$ cat src/design/dtp_pkg.sv
// shared types and constants for the date-time text parser
`timescale 1ns / 1ps

package dtp_pkg;

    typedef logic [31:0] t_word;
    typedef logic [7:0]  t_byte;

    // number of kept segments and packed binary length
    localparam int unsigned SEG_NUM = 7;
    localparam int unsigned RAW_NUM = 8;

    // result format codes
    localparam logic [2:0] FMT_BAD       = 3'd0;
    localparam logic [2:0] FMT_DATE      = 3'd1;
    localparam logic [2:0] FMT_TIME      = 3'd2;
    localparam logic [2:0] FMT_DATE_TIME = 3'd3;
    localparam logic [2:0] FMT_TIME_DATE = 3'd4;
    localparam logic [2:0] FMT_DT_FRAC   = 3'd5;
    localparam logic [2:0] FMT_TF_DATE   = 3'd6;
    localparam logic [2:0] FMT_BINARY    = 3'd7;

    // character codes
    localparam t_byte CH_NUL   = 8'h00;
    localparam t_byte CH_SPACE = 8'h20;
    localparam t_byte CH_COMMA = 8'h2C;
    localparam t_byte CH_DOT   = 8'h2E;
    localparam t_byte CH_SLASH = 8'h2F;
    localparam t_byte CH_ZERO  = 8'h30;
    localparam t_byte CH_NINE  = 8'h39;
    localparam t_byte CH_COLON = 8'h3A;

    // time constants
    localparam t_word SECS_PER_HOUR = 32'd3600;
    localparam t_word SECS_PER_MIN  = 32'd60;

    // digit count that maps to a unit scale (six fraction digits)
    localparam logic [2:0] DIG_UNIT = 3'd6;

    // fraction scale to microseconds by digit count; over six digits gives zero
    function automatic logic [19:0] frac_scale(input logic [2:0] digits);
        logic [19:0] scale;
        case (digits)
            3'd0:    scale = 20'd1000000;
            3'd1:    scale = 20'd100000;
            3'd2:    scale = 20'd10000;
            3'd3:    scale = 20'd1000;
            3'd4:    scale = 20'd100;
            3'd5:    scale = 20'd10;
            3'd6:    scale = 20'd1;
            default: scale = 20'd0;
        endcase
        return scale;
    endfunction

endpackage

$ cat src/design/datetime_text_parser.sv
// date-time text parser top: byte scanner, snapshot, product stage, result register
// a result passes the snapshot, product and result registers after its terminator
// throughput: one byte word per cycle while the result side is not stalled
// the rate is set by the scanner, which updates the segment state once per byte
// reset (synchronous, active low) clears segment state, counts and all valid flags
`timescale 1ns / 1ps

module datetime_text_parser (
    input  logic        i_clk,
    input  logic        i_rst_n,
    input  logic        i_valid,
    output logic        o_stall,
    input  logic [7:0]  i_char_code,
    output logic        o_valid,
    input  logic        i_stall,
    output logic [31:0] o_year,
    output logic [31:0] o_month,
    output logic [31:0] o_day,
    output logic [31:0] o_seconds_of_day,
    output logic [31:0] o_microseconds,
    output logic [2:0]  o_format_code
);

    // pipeline advance and input handshake
    logic w_adv;
    logic w_acc;
    logic w_term;

    assign w_adv  = !o_valid || !i_stall;
    assign o_stall = !w_adv;
    assign w_acc  = i_valid && w_adv;
    assign w_term = (i_char_code == dtp_pkg::CH_NUL);

    // scanner state
    dtp_pkg::t_word r_seg_val [dtp_pkg::SEG_NUM];
    dtp_pkg::t_byte r_seg_dlm [dtp_pkg::SEG_NUM];
    logic [2:0]     r_seg_dig [dtp_pkg::SEG_NUM];
    logic [2:0]     r_seg_count;
    dtp_pkg::t_byte r_raw [dtp_pkg::RAW_NUM];
    logic [3:0]     r_byte_count;
    logic           r_leading_blank;

    dtp_pkg::t_word n_seg_val [dtp_pkg::SEG_NUM];
    dtp_pkg::t_byte n_seg_dlm [dtp_pkg::SEG_NUM];
    logic [2:0]     n_seg_dig [dtp_pkg::SEG_NUM];
    logic [2:0]     n_seg_count;
    logic [3:0]     n_byte_count;
    logic           n_leading_blank;

    logic           w_is_digit;
    logic [3:0]     w_digit;

    assign w_is_digit = (i_char_code >= dtp_pkg::CH_ZERO) &&
                        (i_char_code <= dtp_pkg::CH_NINE);
    assign w_digit    = 4'(i_char_code - dtp_pkg::CH_ZERO);

    // per-byte segment update
    always_comb begin
        for (int i = 0; i < dtp_pkg::SEG_NUM; i++) begin
            n_seg_val[i] = r_seg_val[i];
            n_seg_dlm[i] = r_seg_dlm[i];
            n_seg_dig[i] = r_seg_dig[i];
        end
        n_seg_count     = r_seg_count;
        n_byte_count    = r_byte_count;
        n_leading_blank = r_leading_blank;
        if (r_byte_count <= 4'(dtp_pkg::RAW_NUM)) begin
            n_byte_count = r_byte_count + 4'd1;
        end
        if (i_char_code != dtp_pkg::CH_SPACE) begin
            n_leading_blank = 1'b0;
            if (r_seg_count < 3'(dtp_pkg::SEG_NUM)) begin
                if (w_is_digit) begin
                    for (int i = 0; i < dtp_pkg::SEG_NUM; i++) begin
                        if (r_seg_count == 3'(i)) begin
                            n_seg_val[i] = (r_seg_val[i] << 3) + (r_seg_val[i] << 1) +
                                           {28'd0, w_digit};
                            if (r_seg_dig[i] != 3'd7) begin
                                n_seg_dig[i] = r_seg_dig[i] + 3'd1;
                            end
                        end
                    end
                end else begin
                    for (int i = 0; i < dtp_pkg::SEG_NUM; i++) begin
                        if (r_seg_count == 3'(i)) begin
                            n_seg_dlm[i] = i_char_code;
                        end
                    end
                    n_seg_count = r_seg_count + 3'd1;
                end
            end
        end
    end

    // scanner registers; a terminator returns them to reset values
    always_ff @(posedge i_clk) begin
        if (!i_rst_n) begin
            for (int i = 0; i < dtp_pkg::SEG_NUM; i++) begin
                r_seg_val[i] <= '0;
                r_seg_dlm[i] <= '0;
                r_seg_dig[i] <= '0;
            end
            r_seg_count     <= '0;
            r_byte_count    <= '0;
            r_leading_blank <= 1'b1;
        end else if (w_acc) begin
            if (w_term) begin
                for (int i = 0; i < dtp_pkg::SEG_NUM; i++) begin
                    r_seg_val[i] <= '0;
                    r_seg_dlm[i] <= '0;
                    r_seg_dig[i] <= '0;
                end
                r_seg_count     <= '0;
                r_byte_count    <= '0;
                r_leading_blank <= 1'b1;
            end else begin
                for (int i = 0; i < dtp_pkg::SEG_NUM; i++) begin
                    r_seg_val[i] <= n_seg_val[i];
                    r_seg_dlm[i] <= n_seg_dlm[i];
                    r_seg_dig[i] <= n_seg_dig[i];
                end
                r_seg_count     <= n_seg_count;
                r_byte_count    <= n_byte_count;
                r_leading_blank <= n_leading_blank;
            end
        end
    end

    // raw byte capture for the packed binary form
    always_ff @(posedge i_clk) begin
        if (w_acc && !w_term) begin
            for (int i = 0; i < dtp_pkg::RAW_NUM; i++) begin
                if (r_byte_count == 4'(i)) begin
                    r_raw[i] <= i_char_code;
                end
            end
        end
    end

    // layout match at the terminator
    logic       w_dd;
    logic       w_tt;
    logic       w_text_ok;
    logic [2:0] w_fmt;

    assign w_dd = (r_seg_dlm[0] == dtp_pkg::CH_SLASH) && (r_seg_dlm[1] == dtp_pkg::CH_SLASH);
    assign w_tt = (r_seg_dlm[0] == dtp_pkg::CH_COLON) && (r_seg_dlm[1] == dtp_pkg::CH_COLON);
    assign w_text_ok = !r_leading_blank && (r_seg_count < 3'(dtp_pkg::SEG_NUM));

    always_comb begin
        w_fmt = dtp_pkg::FMT_BAD;
        if (r_byte_count == 4'(dtp_pkg::RAW_NUM)) begin
            w_fmt = dtp_pkg::FMT_BINARY;
        end else if (w_text_ok) begin
            case (r_seg_count)
                3'd2: begin
                    if (w_dd) begin
                        w_fmt = dtp_pkg::FMT_DATE;
                    end else if (w_tt) begin
                        w_fmt = dtp_pkg::FMT_TIME;
                    end
                end
                3'd5: begin
                    if (w_dd && r_seg_dlm[2] == dtp_pkg::CH_COMMA &&
                        r_seg_dlm[3] == dtp_pkg::CH_COLON &&
                        r_seg_dlm[4] == dtp_pkg::CH_COLON) begin
                        w_fmt = dtp_pkg::FMT_DATE_TIME;
                    end else if (w_tt && r_seg_dlm[2] == dtp_pkg::CH_COMMA &&
                                 r_seg_dlm[3] == dtp_pkg::CH_SLASH &&
                                 r_seg_dlm[4] == dtp_pkg::CH_SLASH) begin
                        w_fmt = dtp_pkg::FMT_TIME_DATE;
                    end
                end
                3'd6: begin
                    if (w_dd && r_seg_dlm[2] == dtp_pkg::CH_COMMA &&
                        r_seg_dlm[3] == dtp_pkg::CH_COLON &&
                        r_seg_dlm[4] == dtp_pkg::CH_COLON &&
                        r_seg_dlm[5] == dtp_pkg::CH_DOT) begin
                        w_fmt = dtp_pkg::FMT_DT_FRAC;
                    end else if (w_tt && r_seg_dlm[2] == dtp_pkg::CH_DOT &&
                                 r_seg_dlm[3] == dtp_pkg::CH_COMMA &&
                                 r_seg_dlm[4] == dtp_pkg::CH_SLASH &&
                                 r_seg_dlm[5] == dtp_pkg::CH_SLASH) begin
                        w_fmt = dtp_pkg::FMT_TF_DATE;
                    end
                end
                default: w_fmt = dtp_pkg::FMT_BAD;
            endcase
        end
    end

    // field selection by layout
    dtp_pkg::t_word w_hr, w_mn, w_sc, w_dy, w_mo, w_yr, w_fv;
    logic [2:0]     w_fd;

    always_comb begin
        w_hr = '0;
        w_mn = '0;
        w_sc = '0;
        w_dy = '0;
        w_mo = '0;
        w_yr = '0;
        w_fv = '0;
        w_fd = '0;
        case (w_fmt)
            dtp_pkg::FMT_DATE: begin
                w_dy = r_seg_val[0]; w_mo = r_seg_val[1]; w_yr = r_seg_val[2];
            end
            dtp_pkg::FMT_TIME: begin
                w_hr = r_seg_val[0]; w_mn = r_seg_val[1]; w_sc = r_seg_val[2];
            end
            dtp_pkg::FMT_DATE_TIME: begin
                w_dy = r_seg_val[0]; w_mo = r_seg_val[1]; w_yr = r_seg_val[2];
                w_hr = r_seg_val[3]; w_mn = r_seg_val[4]; w_sc = r_seg_val[5];
            end
            dtp_pkg::FMT_TIME_DATE: begin
                w_hr = r_seg_val[0]; w_mn = r_seg_val[1]; w_sc = r_seg_val[2];
                w_dy = r_seg_val[3]; w_mo = r_seg_val[4]; w_yr = r_seg_val[5];
            end
            dtp_pkg::FMT_DT_FRAC: begin
                w_dy = r_seg_val[0]; w_mo = r_seg_val[1]; w_yr = r_seg_val[2];
                w_hr = r_seg_val[3]; w_mn = r_seg_val[4]; w_sc = r_seg_val[5];
                w_fv = r_seg_val[6]; w_fd = r_seg_dig[6];
            end
            dtp_pkg::FMT_TF_DATE: begin
                w_hr = r_seg_val[0]; w_mn = r_seg_val[1]; w_sc = r_seg_val[2];
                w_fv = r_seg_val[3]; w_fd = r_seg_dig[3];
                w_dy = r_seg_val[4]; w_mo = r_seg_val[5]; w_yr = r_seg_val[6];
            end
            dtp_pkg::FMT_BINARY: begin
                // packed form: microseconds pass through with a unit scale
                w_dy = {27'd0, r_raw[0][4:0]};
                w_mo = {28'd0, r_raw[1][7:4]};
                w_yr = {20'd0, r_raw[1][3:0], r_raw[2]};
                w_fv = {12'd0, r_raw[3], r_raw[4], r_raw[5][7:4]};
                w_fd = dtp_pkg::DIG_UNIT;
                w_sc = {15'd0, r_raw[5][0], r_raw[6], r_raw[7]};
            end
            default: begin
                w_hr = '0;
            end
        endcase
    end

    // snapshot stage
    logic           r_s1_valid;
    dtp_pkg::t_word r_s1_hr, r_s1_mn, r_s1_sc, r_s1_dy, r_s1_mo, r_s1_yr, r_s1_fv;
    logic [2:0]     r_s1_fd;
    logic [2:0]     r_s1_fmt;

    always_ff @(posedge i_clk) begin
        if (!i_rst_n) begin
            r_s1_valid <= 1'b0;
        end else if (w_adv) begin
            r_s1_valid <= w_acc && w_term;
        end
    end

    always_ff @(posedge i_clk) begin
        if (w_adv) begin
            r_s1_hr  <= w_hr;
            r_s1_mn  <= w_mn;
            r_s1_sc  <= w_sc;
            r_s1_dy  <= w_dy;
            r_s1_mo  <= w_mo;
            r_s1_yr  <= w_yr;
            r_s1_fv  <= w_fv;
            r_s1_fd  <= w_fd;
            r_s1_fmt <= w_fmt;
        end
    end

    // product stage
    logic           r_s2_valid;
    dtp_pkg::t_word r_s2_hp, r_s2_mp, r_s2_sc, r_s2_us, r_s2_dy, r_s2_mo, r_s2_yr;
    logic [2:0]     r_s2_fmt;
    dtp_pkg::t_word w_hp, w_mp;
    logic [51:0]    w_us_prod;

    assign w_hp      = r_s1_hr * dtp_pkg::SECS_PER_HOUR;
    assign w_mp      = r_s1_mn * dtp_pkg::SECS_PER_MIN;
    assign w_us_prod = {20'd0, r_s1_fv} * {32'd0, dtp_pkg::frac_scale(r_s1_fd)};

    always_ff @(posedge i_clk) begin
        if (!i_rst_n) begin
            r_s2_valid <= 1'b0;
        end else if (w_adv) begin
            r_s2_valid <= r_s1_valid;
        end
    end

    always_ff @(posedge i_clk) begin
        if (w_adv) begin
            r_s2_hp  <= w_hp;
            r_s2_mp  <= w_mp;
            r_s2_sc  <= r_s1_sc;
            r_s2_us  <= w_us_prod[31:0];
            r_s2_dy  <= r_s1_dy;
            r_s2_mo  <= r_s1_mo;
            r_s2_yr  <= r_s1_yr;
            r_s2_fmt <= r_s1_fmt;
        end
    end

    // result register
    always_ff @(posedge i_clk) begin
        if (!i_rst_n) begin
            o_valid <= 1'b0;
        end else if (w_adv) begin
            o_valid <= r_s2_valid;
        end
    end

    always_ff @(posedge i_clk) begin
        if (w_adv) begin
            o_year           <= r_s2_yr;
            o_month          <= r_s2_mo;
            o_day            <= r_s2_dy;
            o_seconds_of_day <= r_s2_hp + r_s2_mp + r_s2_sc;
            o_microseconds   <= r_s2_us;
            o_format_code    <= r_s2_fmt;
        end
    end

`ifndef SYNTH
    // a bad format carries all-zero fields
    a_bad_zero: assert property (@(posedge i_clk) disable iff (!i_rst_n)
        (o_valid && o_format_code == dtp_pkg::FMT_BAD) |->
        (o_year == '0 && o_month == '0 && o_day == '0 &&
         o_seconds_of_day == '0 && o_microseconds == '0))
        else $error("bad format with nonzero fields");

    // a time-only result carries no date
    a_time_no_date: assert property (@(posedge i_clk) disable iff (!i_rst_n)
        (o_valid && o_format_code == dtp_pkg::FMT_TIME) |->
        (o_year == '0 && o_month == '0 && o_day == '0))
        else $error("time-only result with a date");

    // only a terminator starts a result
    a_term_only: assert property (@(posedge i_clk) disable iff (!i_rst_n)
        (w_adv && !(i_valid && i_char_code == dtp_pkg::CH_NUL)) |=> !r_s1_valid)
        else $error("result started without a terminator");

    // a terminator returns the scanner to its idle state
    a_term_clear: assert property (@(posedge i_clk) disable iff (!i_rst_n)
        (w_acc && w_term) |=> (r_byte_count == 4'd0 && r_seg_count == 3'd0 &&
                               r_leading_blank))
        else $error("scanner not cleared after terminator");
`endif

endmodule
$ cat config.mk
export PLATFORM = sky130hd
export DESIGN_NAME = datetime_text_parser
export DESIGN_NICKNAME = d
export VERILOG_FILES = /design/src/design/dtp_pkg.sv /design/src/design/datetime_text_parser.sv
export SDC_FILE = /design/constraint.sdc
export NUM_CORES = 2
export LEC_CHECK = 0
export ABC_AREA = 1
export BUFFER_PORTS_ARGS = -buffer_cell sky130_fd_sc_hd__buf_2
export CAP_MARGIN = 20
export CORE_MARGIN = 3
export CORE_UTILIZATION = 55
export DETAILED_ROUTE_END_ITERATION = 8
export PLACE_DENSITY = 0.74
export SETUP_SLACK_MARGIN = 0.3
export SLEW_MARGIN = 20
export SYNTH_ARGS = -nofsm -noshare
export SYNTH_HDL_FRONTEND = slang
export SYNTH_SLANG_ARGS = --single-unit
export TNS_END_PERCENT = 10
$ cat constraint.sdc
create_clock -name i_clk -period 19.8 [get_ports i_clk]
set_clock_uncertainty 0.05 [all_clocks]
set_input_delay 0.99 -clock i_clk [delete_from_list [all_inputs] [get_ports i_clk]]
set_output_delay 0.99 -clock i_clk [all_outputs]
set_load 0.05 [all_outputs]
==> reports/results.md <==
| Parameter | This run | Unit |
| --- | --- | --- |
| Result of the run | finished, final reports clean | - |
| Unrepaired setup endpoints after global routing | no | - |
| Final min period | 9.16 | ns |
| Later-pin clock latency in the skew report | 0.76 | ns |
| Number of slew-limit violations in the final report | 0 | - |
| Most frequent cells in the layout | 1569 x sky130_fd_sc_hd__nand2_1, 1049 x sky130_fd_sc_hd__inv_1, 904 x sky130_fd_sc_hd__edfxtp_1, 648 x sky130_fd_sc_hd__nor2_1, 638 x sky130_fd_sc_hd__ha_1 | - |
| Number of resized instances in the post-cts repair step | 0 | - |
| Seq cells post-synth | 955 | - |
| Placer's final routability congestion estimate | 1.01 | - |
| # nets final | 8597 | - |
| Number of buffer and inverter stages on the critical path | 6 | - |
| Most frequent CP cell | sky130_fd_sc_hd__fa_1 | - |
| Final HPWL from detailed placement | 162000 | µm |
| Dominant delay contributor by cell family on the critical path | adder cells | - |
| Reg2Reg Depth | 25 | - |
| Average detailed-routed wire length per instance | 22.5 | µm |
| Global-route wire length before repair | 314000 | µm |
| Total clock sinks | 955 | - |
| Power density over the cells | 71.0 | nW/µm² |
| Fin worst setup slack | 10.64 | ns |
| Max Fclk | 109 | MHz |
| Avg Synthesized Cell Area | 9.40 | µm² |
| Buffer count from post-CTS setup fixing | 0 | - |
| Maximum count of clock buffers along a single path | 3 | - |
| Number of levels the H-tree was split into | 3 | - |
| Syn Nets | 8433 | - |
| Pleak | 37.2 | nW |
| Worst hold path stage count | 0 | - |
| Critical path's slowest cell | sky130_fd_sc_hd__edfxtp_1 | - |
| Total standard cell area after synthesis | 69000 | µm² |
| Global-route usage over all layers | 0.318 | - |
| Final hold vios | 0 | - |
| Core region area | 124000 | µm² |
| Clock Root Buffer | sky130_fd_sc_hd__clkbuf_16 | - |
| Layout Utilization | 0.605 | - |
| Antenna violations before repair | 21 | - |
| Clock buffers created by TritonCTS | 103 | - |
| Vias in the first global route | 52304 | - |
| Final setup violation count | 0 | - |
| Category of the most critical setup path | reg -> reg | - |
| Vias per cell | 5.86 | - |
| Fraction of final layout cells with drive strength greater than 1 | 0.0574 | - |
| Instance area at placement | 71500 | µm² |
| DR DRC count | 0 | - |
| Worst Path Max Fanout | 28 | - |
| IO Count | 177 | - |
| CP Data Arrival Time | 9.61 | ns |
| Maximum number of pins on one net before global-route repair | 194 | - |
| Placement row count | 129 | - |
| Detailed-router iteration count before antenna repair | 6 | - |
| Clk pin slew, worst setup/hold paths | 0.06 | ns |
| Portion of the post-synthesis area used by sequential elements | 0.408 | - |
| Critical Path End Type | flop | - |
| Number of fill cells | 10555 | - |
| Total die area | 130000 | µm² |
| Async S/R FF share, synth | 0 | - |
| Cts-stage hold buffer count | 0 | - |
| TritonCTS clock tree | done | - |
| Gate count after technology mapping | 7333 | - |
| Horizontal die dimension | 360 | µm |
| Fin area | 75100 | µm² |
| Vias after detailed routing | 54040 | - |
| Biggest cell delay along the critical path | 0.82 | ns |
| Number of synthesis warnings | 0 | - |
| Setup Slack @ Placement | 10.84 | ns |
| Required arrival time at the worst endpoint | 20.25 | ns |
| Most used flip-flop cell after synthesis | sky130_fd_sc_hd__edfxtp_1 | - |
| VDD IR-drop max | 0.0794 | mV |
| Logic depth of the worst path, buffers included | 25 | - |
| Setup Total Neg Slack | 0 | ns |
| Post-synthesis to final-layout area growth | 8.88 | % |
| DRC violation total after the first TritonRoute iteration | 5756 | - |
| Unique masters post-synth | 53 | - |
| Remaining antenna violation count | 0 | - |
| Most common library cell in the layout ignoring fill and taps | sky130_fd_sc_hd__nand2_1 | - |
| Total length of routed wires | 208000 | µm |
| Worst Tran Pin Value | 1.13 | ns |
| Number of max-capacitance violations reported | 0 | - |
| Starting utilization of the core area | 0.556 | - |
| Worst min-delay path class | reg -> reg | - |
| Leftover overflow at the end of global routing | 0 | - |
| Final worst-path cycle share | 0.463 | - |
| Number of flops mapped to enable cells by yosys | 904 | - |
| Startpoint type of the worst setup path | flop | - |
| Height of the die | 360 | µm |
| Tightest slew margin relative to the limit | 0.245 | - |
| Buffers on Ports | 176 | - |
-- layout make-up --
| cell class | count | area [µm²] | area share |
|---|---|---|---|
| clock inverters | 70 | 817 | 0.0109 |
| clock buffers | 119 | 2680 | 0.0357 |
| well taps | 1637 | 2050 | 0.0273 |
| diodes | 6 | 15.0 | 0.000200 |
| inverters | 1068 | 4010 | 0.0534 |
| flip-flops and latches | 955 | 28200 | 0.375 |
| repair buffers | 207 | 1150 | 0.0153 |
| multi-input cells | 5162 | 36200 | 0.482 |
-- Yosys cell counts, drive strengths merged, types with 51 or more instances --
library cell	count	area, µm²
a21o	64	480
a21oi	524	2630
buf	80	442
clkbuf	68	255
dfxtp	51	1020
edfxtp	904	27100
fa	450	9010
ha	638	7980
inv	1056	3960
nand2	1574	5920
nand3	378	1900
nand4	128	801
nor2	662	2510
nor3	88	445
o21a	60	450
o21ai	263	1320
xor2	94	823
-- final timing paths --
kind,startpoint,endpoint,slack (ns)
setup reg to reg,r_s1_fd[2],r_s2_us[29],10.64
hold reg to reg,r_s2_dy[1],o_day[1],0.35
setup / recovery,r_s1_fd[2],r_s2_us[29],10.64
hold / removal,r_s2_dy[1],o_day[1],0.35
-- registers in the layout, summed over array words and instances (netlist names), 30 cells and up --
register and flops:
o_month 32, r_seg_val 224, r_seg_dlm 48, o_seconds_of_day 32, r_s2_mo 32, r_s1_fv 32
o_day 32, r_s2_dy 32, r_raw 58, r_s2_us 32, r_s2_mp 30, o_microseconds 32
r_s1_mo 32, r_s1_yr 32, r_s2_sc 32, r_s2_yr 32, r_s1_mn 30, r_s1_sc 32
r_s1_dy 32, o_year 32
-- report_power, final --
part	total, mW	switching [mW]	internal, mW
registers	2.39	0.116	2.28
logic	0.912	0.608	0.304
clock network	2.02	0.862	1.16
total	5.33	1.59	3.74
-- worst register-to-register path, stage by stage, from the launching register on --
cell                        delay [ns]
sky130_fd_sc_hd__edfxtp_1         0.82
sky130_fd_sc_hd__inv_1            0.48
sky130_fd_sc_hd__nand2_1          0.61
sky130_fd_sc_hd__nand2_1          0.57
sky130_fd_sc_hd__clkinv_1         0.77
sky130_fd_sc_hd__nor2_1           0.41
sky130_fd_sc_hd__fa_1             0.45
sky130_fd_sc_hd__inv_1            0.09
sky130_fd_sc_hd__fa_1             0.41
sky130_fd_sc_hd__fa_1             0.52
sky130_fd_sc_hd__inv_1            0.06
sky130_fd_sc_hd__fa_1             0.55
sky130_fd_sc_hd__fa_1             0.43
sky130_fd_sc_hd__fa_1             0.49
sky130_fd_sc_hd__inv_1            0.05
sky130_fd_sc_hd__fa_1             0.47
sky130_fd_sc_hd__inv_1            0.04
sky130_fd_sc_hd__ha_1             0.34
sky130_fd_sc_hd__a21oi_1          0.24
sky130_fd_sc_hd__o21ai_0          0.19
sky130_fd_sc_hd__a21oi_1          0.16
sky130_fd_sc_hd__nor2_1           0.06
sky130_fd_sc_hd__a2111oi_0        0.43
sky130_fd_sc_hd__nand2_1          0.11
sky130_fd_sc_hd__nand2_1          0.08
sky130_fd_sc_hd__nand2_1          0.05
-- cell families after synthesis --
group,after synthesis,synth area share
AO/OA/AOI/OAI,1045,0.0858
XOR/XNOR,136,0.0173
buffers and inverters,1216,0.0682
AND/OR/NAND/NOR,2893,0.174
adder cells (fa/ha/maj),1088,0.246
flip-flops,955,0.408
-- stage by stage --
stage	std cells	power (mW)	hold WS [ns]
final	9224	5.33	0.346
after global routing	9218	5.56	0.360
after CTS	9217	5.34	0.345
after detailed placement	9028	3.32	0.355
after global placement	9028	3.29	0.351
after floorplan	7333	3.04	0.350
-- layer usage --
metal / GRT usage / share of wire / up-vias
met1: 0.443 / 0.41 / 26028
met5: 0 / 0.00039 / -
li1: - / - / 24946
met3: 0.0621 / 0.099 / 494
met4: 0.143 / 0.049 / 12
met2: 0.487 / 0.44 / 2560
(Power assumes the default switching activity.)
